--- src/hw/rtl/tfsc_pkg.sv ---
// Shared types, constants and register codes for the thermal fan speed controller.
// Used by the channel interfaces and every module of the block; depends on nothing.
package tfsc_pkg;

	localparam int unsigned TEMP_W    = 16;
	localparam int unsigned SPD_W     = 3;
	localparam int unsigned REG_W     = 16;
	localparam int unsigned REG_IDX_W = 3;
	localparam int unsigned NUM_FANS  = 3;
	localparam int unsigned NUM_SIDES = 2;

	// Highest fan speed; must stay within what SPD_W bits can hold.
	localparam int unsigned MAX_SPEED  = 5;
	// Width of the settle counters.
	localparam int unsigned CNT_W      = 16;
	// Side speed applied when automatic control is switched on.
	localparam int unsigned INIT_SPEED = 3;

	localparam logic [SPD_W-1:0] SPD_MAX  = SPD_W'(MAX_SPEED);
	localparam logic [SPD_W-1:0] SPD_INIT = SPD_W'(INIT_SPEED);

	// Fan order inside the per-fan arrays.
	localparam int unsigned FAN_RIGHT = 0;
	localparam int unsigned FAN_LEFT  = 1;
	localparam int unsigned FAN_TOP   = 2;

	typedef enum logic [REG_IDX_W-1:0] {
		REG_THR_HIGH     = 3'd0,
		REG_THR_LOW      = 3'd1,
		REG_SIDE_RISK    = 3'd2,
		REG_TOP_RISK     = 3'd3,
		REG_TOP_NORM     = 3'd4,
		REG_SETTLE_TICKS = 3'd5
	} reg_idx_t;

	typedef struct packed {
		logic signed [TEMP_W-1:0] thr_high;
		logic signed [TEMP_W-1:0] thr_low;
		logic signed [TEMP_W-1:0] side_risk;
		logic signed [TEMP_W-1:0] top_risk;
		logic signed [TEMP_W-1:0] top_norm;
		logic        [REG_W-1:0]  settle_ticks;
	} cfg_t;

	typedef struct packed {
		logic signed [TEMP_W-1:0] temp_right;
		logic signed [TEMP_W-1:0] temp_left;
		logic signed [TEMP_W-1:0] temp_top;
		logic                     auto_on;
		logic        [SPD_W-1:0]  manual_right;
		logic        [SPD_W-1:0]  manual_left;
		logic        [SPD_W-1:0]  manual_top;
	} in_item_t;

	typedef struct packed {
		logic [SPD_W-1:0] right_cmd;
		logic [SPD_W-1:0] left_cmd;
		logic [SPD_W-1:0] top_cmd;
		logic             right_write;
		logic             left_write;
		logic             top_write;
		logic             rescuing;
	} out_item_t;

	// Controller state carried from one tick to the next.
	typedef struct packed {
		logic                              auto_prev;
		logic [NUM_FANS-1:0][SPD_W-1:0]    manual_cache;
		logic [NUM_SIDES-1:0][SPD_W-1:0]   auto_speed;
		logic [NUM_SIDES-1:0][CNT_W-1:0]   settle_count;
		logic [NUM_SIDES-1:0]              settling;
		logic [NUM_FANS-1:0]               rescue_active;
		logic [NUM_FANS-1:0][SPD_W-1:0]    saved_speed;
		logic [NUM_FANS-1:0][SPD_W-1:0]    applied_speed;
	} state_t;

endpackage

--- src/hw/rtl/tfsc_if.sv ---
// Valid/ready channel interfaces for sensor ticks and fan commands.
// Depends on tfsc_pkg for the payload types.
interface tfsc_in_if;
	import tfsc_pkg::*;

	logic     valid;
	logic     ready;
	in_item_t data;

	modport source (output valid, output data, input ready);
	modport sink   (input valid, input data, output ready);
endinterface

interface tfsc_out_if;
	import tfsc_pkg::*;

	logic      valid;
	logic      ready;
	out_item_t data;

	modport source (output valid, output data, input ready);
	modport sink   (input valid, input data, output ready);
endinterface

--- src/hw/rtl/tfsc_cfg_regs.sv ---
// Threshold and settle-time register file with a plain write port.
// Depends on tfsc_pkg for the register codes and the cfg_t bundle.
module tfsc_cfg_regs (
	input  logic                            clk,
	input  logic                            arst_n,
	input  logic                            cfg_we,
	input  logic [tfsc_pkg::REG_IDX_W-1:0]  cfg_index,
	input  logic [tfsc_pkg::REG_W-1:0]      cfg_data,
	output tfsc_pkg::cfg_t                  cfg
);
	import tfsc_pkg::*;

	cfg_t cfg_q;

	always_ff @(posedge clk or negedge arst_n) begin
		if (!arst_n) begin
			cfg_q.thr_high     <= 16'sd700;
			cfg_q.thr_low      <= 16'sd500;
			cfg_q.side_risk    <= 16'sd850;
			cfg_q.top_risk     <= 16'sd850;
			cfg_q.top_norm     <= 16'sd600;
			cfg_q.settle_ticks <= 16'd10;
		end else if (cfg_we) begin
			unique case (reg_idx_t'(cfg_index))
				REG_THR_HIGH:     cfg_q.thr_high     <= cfg_data;
				REG_THR_LOW:      cfg_q.thr_low      <= cfg_data;
				REG_SIDE_RISK:    cfg_q.side_risk    <= cfg_data;
				REG_TOP_RISK:     cfg_q.top_risk     <= cfg_data;
				REG_TOP_NORM:     cfg_q.top_norm     <= cfg_data;
				REG_SETTLE_TICKS: cfg_q.settle_ticks <= cfg_data;
				default: ;
			endcase
		end
	end

	assign cfg = cfg_q;

endmodule

--- src/hw/rtl/tfsc_step.sv ---
// Next-state and result logic for one tick: rescue, automatic and manual control.
// Depends on tfsc_pkg for the state, configuration and payload types.
module tfsc_step (
	input  tfsc_pkg::state_t    st,
	input  tfsc_pkg::in_item_t  item,
	input  tfsc_pkg::cfg_t      cfg,
	output tfsc_pkg::state_t    st_next,
	output tfsc_pkg::out_item_t result
);
	import tfsc_pkg::*;

	logic signed [TEMP_W-1:0] temp     [NUM_FANS];
	logic signed [TEMP_W-1:0] risk     [NUM_FANS];
	logic signed [TEMP_W-1:0] end_thr  [NUM_FANS];
	logic        [SPD_W-1:0]  man      [NUM_FANS];
	logic        [CNT_W-1:0]  settle_lim;

	assign temp[FAN_RIGHT]    = item.temp_right;
	assign temp[FAN_LEFT]     = item.temp_left;
	assign temp[FAN_TOP]      = item.temp_top;
	assign risk[FAN_RIGHT]    = cfg.side_risk;
	assign risk[FAN_LEFT]     = cfg.side_risk;
	assign risk[FAN_TOP]      = cfg.top_risk;
	assign end_thr[FAN_RIGHT] = cfg.thr_low;
	assign end_thr[FAN_LEFT]  = cfg.thr_low;
	assign end_thr[FAN_TOP]   = cfg.top_norm;
	assign man[FAN_RIGHT]     = item.manual_right;
	assign man[FAN_LEFT]      = item.manual_left;
	assign man[FAN_TOP]       = item.manual_top;
	assign settle_lim         = CNT_W'(cfg.settle_ticks);

	always_comb begin
		state_t              nx;
		logic [NUM_FANS-1:0] wr;
		logic                resc;
		logic                rise;
		logic                fall;
		logic [SPD_W-1:0]    spd;
		logic [SPD_W-1:0]    cur_spd;
		logic                cur_settling;
		logic [CNT_W-1:0]    cnt_inc;

		nx           = st;
		wr           = '0;
		rise         = 1'b0;
		fall         = 1'b0;
		spd          = '0;
		cur_spd      = '0;
		cur_settling = 1'b0;
		cnt_inc      = '0;

		// Over-temperature rescue, independent per fan.
		for (int i = 0; i < NUM_FANS; i++) begin
			if (temp[i] > risk[i]) begin
				if (!st.rescue_active[i]) begin
					nx.saved_speed[i]   = st.applied_speed[i];
					nx.rescue_active[i] = 1'b1;
					nx.applied_speed[i] = SPD_MAX;
					wr[i]               = 1'b1;
				end
			end else if (st.rescue_active[i] && (temp[i] < end_thr[i])) begin
				nx.applied_speed[i] = st.saved_speed[i];
				nx.rescue_active[i] = 1'b0;
				wr[i]               = 1'b1;
			end
		end
		resc = |nx.rescue_active;

		if (!resc) begin
			rise         = !st.auto_prev && item.auto_on;
			fall         = st.auto_prev && !item.auto_on;
			nx.auto_prev = item.auto_on;
			if (item.auto_on) begin
				for (int s = 0; s < NUM_SIDES; s++) begin
					// Switching auto on restarts both sides from the initial speed.
					cur_spd      = rise ? SPD_INIT : st.auto_speed[s];
					cur_settling = rise ? 1'b0 : st.settling[s];
					cnt_inc      = (rise ? '0 : st.settle_count[s]) + CNT_W'(1);
					if (rise) begin
						nx.auto_speed[s]    = SPD_INIT;
						nx.settle_count[s]  = '0;
						nx.settling[s]      = 1'b0;
						nx.applied_speed[s] = SPD_INIT;
						wr[s]               = 1'b1;
					end
					// On the switch-on tick the right side is re-initialized after its
					// own step, so only the left side gets a step.
					if (!(rise && (s == FAN_RIGHT))) begin
						if (cur_settling) begin
							if (cnt_inc == settle_lim) begin
								nx.settling[s]     = 1'b0;
								nx.settle_count[s] = '0;
							end else begin
								nx.settle_count[s] = cnt_inc;
							end
						end else begin
							spd = cur_spd;
							if (temp[s] > cfg.thr_high) begin
								if (cur_spd != SPD_MAX) begin
									spd                = cur_spd + SPD_W'(1);
									nx.settling[s]     = 1'b1;
									nx.settle_count[s] = '0;
								end
							end else if (temp[s] < cfg.thr_low) begin
								if (cur_spd != '0) begin
									spd                = cur_spd - SPD_W'(1);
									nx.settling[s]     = 1'b1;
									nx.settle_count[s] = '0;
								end
							end
							if (spd != cur_spd) begin
								nx.auto_speed[s]    = spd;
								nx.applied_speed[s] = spd;
								wr[s]               = 1'b1;
							end
						end
					end
				end
			end else begin
				// Leaving auto invalidates the cache, so every fan is rewritten.
				for (int i = 0; i < NUM_FANS; i++) begin
					if (fall || (st.manual_cache[i] != man[i])) begin
						nx.applied_speed[i] = (man[i] > SPD_MAX) ? SPD_MAX : man[i];
						nx.manual_cache[i]  = man[i];
						wr[i]               = 1'b1;
					end
				end
			end
		end

		st_next            = nx;
		result.right_cmd   = nx.applied_speed[FAN_RIGHT];
		result.left_cmd    = nx.applied_speed[FAN_LEFT];
		result.top_cmd     = nx.applied_speed[FAN_TOP];
		result.right_write = wr[FAN_RIGHT];
		result.left_write  = wr[FAN_LEFT];
		result.top_write   = wr[FAN_TOP];
		result.rescuing    = resc;
	end

endmodule

--- src/hw/rtl/thermal_fan_speed_controller.sv ---
// Top level of the thermal fan speed controller: handshake, pipeline and state registers.
// Depends on tfsc_pkg, tfsc_if, tfsc_cfg_regs and tfsc_step.
//
// Usage:
// The sensor channel carries one transaction per tick: three temperatures, the auto
// flag and three manual speeds. For every accepted transaction the fan channel
// delivers exactly one transaction with the speed commanded to each fan, a write
// strobe per fan and the rescue flag. Results leave in the order the ticks arrived.
// A tick is captured in an input register on acceptance; once the output register
// is empty or being drained, the controller state is updated and the result is
// captured in the output register. Each tick passes through a single combinational
// step between these registers, so while the receiver keeps ready high one
// transaction per cycle is sustained in both directions.
// When the receiver stalls, the output register holds its result while the input
// register still accepts one more tick; only when both are full does the sensor
// channel drop ready. No result is dropped or repeated under stalls.
// The thresholds and settle time are written through the cfg_we/cfg_index/cfg_data
// port; indexes beyond the last register are ignored. Writes are expected only while
// no tick is in flight.
// The asynchronous reset loads the default thresholds, clears all fan state (speeds
// 0, side auto speeds 1, no rescue, manual mode) and empties both registers.
module thermal_fan_speed_controller (
	input  logic                           clk,
	input  logic                           arst_n,
	input  logic                           cfg_we,
	input  logic [tfsc_pkg::REG_IDX_W-1:0] cfg_index,
	input  logic [tfsc_pkg::REG_W-1:0]     cfg_data,
	tfsc_in_if.sink                        sensor,
	tfsc_out_if.source                     fan
);
	import tfsc_pkg::*;

	cfg_t      cfg;
	in_item_t  item_s1;
	logic      valid_s1;
	out_item_t res_q;
	logic      res_valid_q;
	state_t    st_q;
	state_t    st_next;
	out_item_t res_next;
	logic      advance;

	tfsc_cfg_regs u_cfg (
		.clk       (clk),
		.arst_n    (arst_n),
		.cfg_we    (cfg_we),
		.cfg_index (cfg_index),
		.cfg_data  (cfg_data),
		.cfg       (cfg)
	);

	tfsc_step u_step (
		.st      (st_q),
		.item    (item_s1),
		.cfg     (cfg),
		.st_next (st_next),
		.result  (res_next)
	);

	// The held tick moves on whenever the output register is empty or being drained.
	assign advance      = valid_s1 && (!res_valid_q || fan.ready);
	assign sensor.ready = !valid_s1 || advance;
	assign fan.valid    = res_valid_q;
	assign fan.data     = res_q;

	always_ff @(posedge clk or negedge arst_n) begin
		if (!arst_n) begin
			valid_s1 <= 1'b0;
		end else if (sensor.valid && sensor.ready) begin
			valid_s1 <= 1'b1;
		end else if (advance) begin
			valid_s1 <= 1'b0;
		end
	end

	always_ff @(posedge clk) begin
		if (sensor.valid && sensor.ready) begin
			item_s1 <= sensor.data;
		end
	end

	always_ff @(posedge clk or negedge arst_n) begin
		if (!arst_n) begin
			res_valid_q <= 1'b0;
		end else if (advance) begin
			res_valid_q <= 1'b1;
		end else if (fan.ready) begin
			res_valid_q <= 1'b0;
		end
	end

	always_ff @(posedge clk) begin
		if (advance) begin
			res_q <= res_next;
		end
	end

	// Controller state changes exactly once per tick, when its result is captured.
	always_ff @(posedge clk or negedge arst_n) begin
		if (!arst_n) begin
			st_q.auto_prev     <= 1'b0;
			st_q.manual_cache  <= '0;
			for (int s = 0; s < NUM_SIDES; s++) begin
				st_q.auto_speed[s] <= SPD_W'(1);
			end
			st_q.settle_count  <= '0;
			st_q.settling      <= '0;
			st_q.rescue_active <= '0;
			st_q.saved_speed   <= '0;
			st_q.applied_speed <= '0;
		end else if (advance) begin
			st_q <= st_next;
		end
	end

	// A tick held in the input register is never lost while it waits.
	a_s1_hold: assert property (@(posedge clk) disable iff (!arst_n)
		valid_s1 && !advance |=> valid_s1)
		else $error("tick in input register was dropped");

	// A result flagged as rescuing matches the rescue state it left behind.
	a_rescue_state: assert property (@(posedge clk) disable iff (!arst_n)
		res_valid_q && res_q.rescuing |-> (st_q.rescue_active != '0))
		else $error("rescue flag without an active rescue");

	// Applied speeds never exceed the top speed.
	a_applied_max: assert property (@(posedge clk) disable iff (!arst_n)
		(st_q.applied_speed[FAN_RIGHT] <= SPD_MAX) && (st_q.applied_speed[FAN_LEFT] <= SPD_MAX)
		&& (st_q.applied_speed[FAN_TOP] <= SPD_MAX))
		else $error("applied fan speed above maximum");

	// Automatic side speeds stay within range.
	a_auto_max: assert property (@(posedge clk) disable iff (!arst_n)
		(st_q.auto_speed[FAN_RIGHT] <= SPD_MAX) && (st_q.auto_speed[FAN_LEFT] <= SPD_MAX))
		else $error("automatic side speed above maximum");

endmodule

--- src/flat_wrapper.sv ---
// flat-port wrapper written by rule: the top's interface ports become plain ports
module thermal_fan_speed_controller_flat import tfsc_pkg::*;
  (clk, arst_n, cfg_we, cfg_index, cfg_data, sensor_valid, sensor_data, sensor_ready, fan_valid, fan_data, fan_ready);
  tfsc_in_if sensor_i ();
  tfsc_out_if fan_i ();
  input  logic clk;
  input  logic arst_n;
  input  logic cfg_we;
  input  logic [tfsc_pkg::REG_IDX_W-1:0] cfg_index;
  input  logic [tfsc_pkg::REG_W-1:0] cfg_data;
  input wire logic [$bits(sensor_i.valid)-1:0] sensor_valid;
  input wire logic [$bits(sensor_i.data)-1:0] sensor_data;
  output wire logic [$bits(sensor_i.ready)-1:0] sensor_ready;
  output wire logic [$bits(fan_i.valid)-1:0] fan_valid;
  output wire logic [$bits(fan_i.data)-1:0] fan_data;
  input wire logic [$bits(fan_i.ready)-1:0] fan_ready;
  assign sensor_i.valid = sensor_valid;
  assign sensor_i.data = sensor_data;
  assign sensor_ready = sensor_i.ready;
  assign fan_valid = fan_i.valid;
  assign fan_data = fan_i.data;
  assign fan_i.ready = fan_ready;
  thermal_fan_speed_controller u_core (.clk(clk), .arst_n(arst_n), .cfg_we(cfg_we), .cfg_index(cfg_index), .cfg_data(cfg_data), .sensor(sensor_i), .fan(fan_i));
endmodule
--- config.mk ---
export PLATFORM = sky130hd
export DESIGN_NAME = thermal_fan_speed_controller_flat
export DESIGN_NICKNAME = d
export VERILOG_FILES = /design/src/hw/rtl/tfsc_pkg.sv /design/src/hw/rtl/tfsc_if.sv /design/src/hw/rtl/tfsc_cfg_regs.sv /design/src/hw/rtl/tfsc_step.sv /design/src/hw/rtl/thermal_fan_speed_controller.sv /design/src/flat_wrapper.sv
export SDC_FILE = /design/constraint.sdc
export NUM_CORES = 1
export LEC_CHECK = 0
export ABC_AREA = 1
export BUFFER_PORTS_ARGS = -buffer_cell sky130_fd_sc_hd__buf_2
export CORE_MARGIN = 2
export CORE_UTILIZATION = 56
export DETAILED_ROUTE_END_ITERATION = 12
export PLACE_DENSITY = 0.77
export REMOVE_ABC_BUFFERS = 1
export SYNTH_ARGS = -nofsm -noshare
export SYNTH_HDL_FRONTEND = slang
export SYNTH_SLANG_ARGS = --single-unit
--- constraint.sdc ---
create_clock -name clk -period 2.71 [get_ports clk]
set_input_delay 0.542 -clock clk [delete_from_list [all_inputs] [get_ports clk]]
set_output_delay 0.542 -clock clk [all_outputs]
set_load 0.01 [all_outputs]
==> results.py <==
metrics = {
    "placed_design": {
        "dpl-instance-area_um2": 16600,
        "io_buffers": 96,
        "hpwl_um": 28300,
        "globalplace.congestion": 0.915,
    },
    "yosys": {
        "synth_compound_area_share_pct": 9.23,
        "ys.flop_type": "dfrtp_1",
        "synthSimpleGateAreaFrac_pct": 25.7,
        "async_reset_ff_share_pct": 70.4,
        "synth-seq-cells": 240,
        "syn_area_um2": 15000,
        "ys_warn_count": 0,
        "synth.distinct_cells": 57,
        "synth_top_family_by_area": "simple AND/OR/NAND/NOR gates",
        "synth-adder-area-share_pct": 11.3,
        "synthMuxAreaShare_pct": 0.150,
        "synth_edf_count": 71,
        "syn-instance-count": 1866,
        "synth-xor-area-share_pct": 3.09,
        "ys_seq_area_share_pct": 42.6,
        "post_synth.cell_area_avg_um2": 8.05,
    },
    "timing": {
        "finalHoldViolCount": 0,
        "setup_tns_ps": -11810,
        "rsz0062_at_grt": "true",
        "post-route-min-period_ps": 3050,
        "fin_crit_sh_pct": 112,
        "finalSetupViolCount": 70,
        "maxSlewViolCount": 0,
        "finClkSkew_ps": 29.7,
        "tightest_slew_ps": 608,
        "fin_ws_ps": -336,
        "fmax_mhz": 328,
        "relSlewSlack_pct": 59.1,
    },
    "run_status": {
        "outcome": "complete, but fails checks",
        "violations": "setup timing",
    },
    "clock_tree": {
        "clockBufferDepth": 3,
        "cts_tree": "yes",
        "htreeDepth": 1,
        "root_buffer": "clkbuf_16",
        "clock_latency_ps": 570,
        "cts_sinks": 240,
        "path_clk_slew_ps": 60,
        "cts_made_buffers": 28,
    },
    "layout": {
        "drive_gt1_share_pct": 31.1,
        "fin_nets": 2330,
        "diodes": 0,
        "finish.instance_area_um2": 19700,
        "area_growth_pct": 31.5,
    },
    "hold_path": {
        "holdPathStages": 1,
        "hp-class": "in -> reg",
        "holdPathEnd": "u_core.item_s1[8]",
        "hold_start": "sensor_data[8]",
    },
    "power_and_ir_drop": {
        "combPwrFrac_pct": 43.6,
        "pwr-share-clk_pct": 24.3,
        "cell_internal_pwr_w": 0.00986,
        "p_switching_w": 0.00637,
        "max-vdd-ir-drop_uv": 822,
        "switching_share_pct": 39.3,
        "power_density_nw_per_um2": 822,
        "sequentialPowerShare_pct": 32.2,
        "p_leak_nw": 9.67,
    },
    "detailed_routing": {
        "wl_per_cell_um": 18.3,
        "dr.pass1.iters": 6,
        "via_count": 14300,
        "final_antenna_net_count": 0,
        "wirelength_um": 45300,
        "viasPerCell": 5.78,
        "route.detailed.drc": 0,
        "drtIter0Drc": 1332,
    },
    "worst_setup_path": {
        "cpPeakStageDelay_ps": 450,
        "critPathRequiredTime_ps": 3190,
        "worst_setup_path_end_kind": "flip-flop",
        "crit_path_start_kind": "flip-flop",
        "critPathLaunch": "u_core.item_s1[35]",
        "r2r_end": "u_core.st_q[38]",
        "critPathArrivalTime_ps": 3530,
        "path_cells": "buf_4 > ha_4 > nand2_4 > nor4_4 > buf_4 > a31oi_4 > nand2_2 > nand2_2 > nor2_4 > nand2_4 > nor2_4 > nand2_4 > buf_12 > nor2_4 > clkbuf_16 > nand2_1 > o21ai_2",
        "r2r_cells": 17,
        "path_delay_family": "simple AND/OR/NAND/NOR gates",
        "timing.rr.start": "u_core.item_s1[35]",
        "path_buf_inv": 4,
        "worstSetupPathType": "reg -> reg",
        "worst-path-max-fanout": 6,
        "crit_path_top_delay_cell": "edfxtp_1",
        "r2r_slack_ps": -340,
    },
    "global_route": {
        "grt_start_max_net_pins": 60,
        "grt_pass1_vias": 13500,
        "track_usage_pct": 28.7,
        "grt_pass1_wl_um": 65300,
        "grt_overflow": 0,
        "antenna_found_initial": 3,
    },
    "die": {
        "ios": 97,
        "die_w_um": 168,
        "core_um2": 26200,
        "die_h_um": 168,
        "dieArea_um2": 28100,
        "start_util_pct": 57.3,
        "num_rows": 59,
    },
    "job": {
        "drv_cap": 0,
    },
}
==> worst max-delay path by stage <==
stage          depth (start not counted)                 end  slack (ps)
2_1_floorplan                         17      u_core.st_q[4]        -390
3_3_place_gp                          18  u_core.fan.data[9]         -70
3_5_place_dp                          18  u_core.fan.data[9]        -140
4_1_cts                               14     u_core.st_q[36]         -40
5_1_grt                               21     u_core.st_q[36]        -390
6_report                              17     u_core.st_q[38]        -340
==> power by group through the flow <==
stage	Combinational [W]	Sequential, W	Clock (W)
2_1_floorplan	0.00349	0.00506	0
3_3_place_gp	0.00503	0.00516	0
3_5_place_dp	0.00522	0.00519	0
4_1_cts	0.00571	0.00514	0.00395
5_1_grt	0.00776	0.00529	0.00412
6_report	0.00707	0.00522	0.00394
==> metal layers <==
metal	track usage, %	share of wire, %	vias to the layer above
met5	0	0	-
met4	9.83	4.9	0
met3	3.69	7.5	186
met2	49.8	49	732
met1	37.2	39	6807
li1	-	-	6550
==> area by class of cell <==
type,count,area (µm²)
tap,335,419
timing repair buffer,255,1990
multi-input combinational,1321,8950
sequential,240,6400
inverter,267,1020
clock inverter,11,163
fill,1664,6460
clock buffer,41,801
==> cells in the final DEF (no fill, tap or decap), types with 9 or more instances in the layout <==
cell,synthesis,layout
a21oi_1,68,39
a21oi_2,1,24
buf_12,0,12
buf_2,7,95
buf_4,2,118
buf_6,3,25
clkbuf_1,24,9
clkbuf_16,0,30
dfrtp_1,139,139
dfstp_2,30,30
edfxtp_1,71,71
ha_1,135,98
ha_4,0,36
inv_1,254,238
inv_2,10,22
nand2_1,548,473
nand2_2,10,66
nand2_4,5,24
nand3_1,134,103
nand3_2,14,34
nand3_4,0,11
nand4_1,15,15
nor2_1,106,68
nor2_2,10,30
nor2_4,11,29
o21ai_0,152,124
o21ai_1,15,17
o21ai_2,0,25
xor2_1,27,27
==> what timing repair did <==
action,4_1_cts,5_1_grt
pin swaps,41,118
gates cloned,3,1
hold endpoints to repair,44,0
resized for setup,109,281
setup buffers,20,33
hold buffers,1,0
setup endpoints to repair,63,74
==> sequential cells by signal, indices dropped and copies added (netlist names) <==
register,flops
u_core.u_cfg.cfg,96
u_core.fan.data,13
u_core.valid_s1,1
u_core.fan.valid,1
u_core.st_q,71
u_core.item_s1,58
==> cell families after synthesis <==
family          Yosys count
compound gates          263
xor+xnor                 44
fa+ha+maj               135
buf+inv                 306
flops                   240
mux                       2
simple gates            876
==> through the flow <==
step / instances / util (%) / hold slack (ps) / setup WS (ps) / total power, W
final: 2470 / 75.3 / 140 / -336 / 0.0162
after global routing: 2470 / 75.3 / 123 / -393 / 0.0172
after CTS: 2436 / 69.8 / 131 / -44.4 / 0.0148
after detailed placement: 2360 / 63.3 / 469 / -136 / 0.0104
after global placement: 2360 / 63.3 / 462 / -65.5 / 0.0102
after floorplan: 1827 / - / 246 / -394 / 0.00856
==> Yosys cell counts (7+ instances only) <==
library cell	number	area share [%]
o21ai_1	15	0.50
inv_1	254	6.3
buf_2	7	0.23
xnor2_1	10	0.58
inv_2	10	0.25
clkbuf_1	24	0.60
dfrtp_1	139	23
nand4_1	15	0.63
a21oi_1	68	2.3
nand2_2	10	0.42
ha_1	135	11
nor2_4	11	0.83
nor2_2	10	0.42
xor2_1	27	1.6
nand2_1	548	14
nand3_1	134	4.5
nand3_2	14	0.93
dfstp_2	30	5.3
o21ai_0	152	5.1
edfxtp_1	71	14
nor2_1	106	2.6
(Power assumes the default switching activity.)
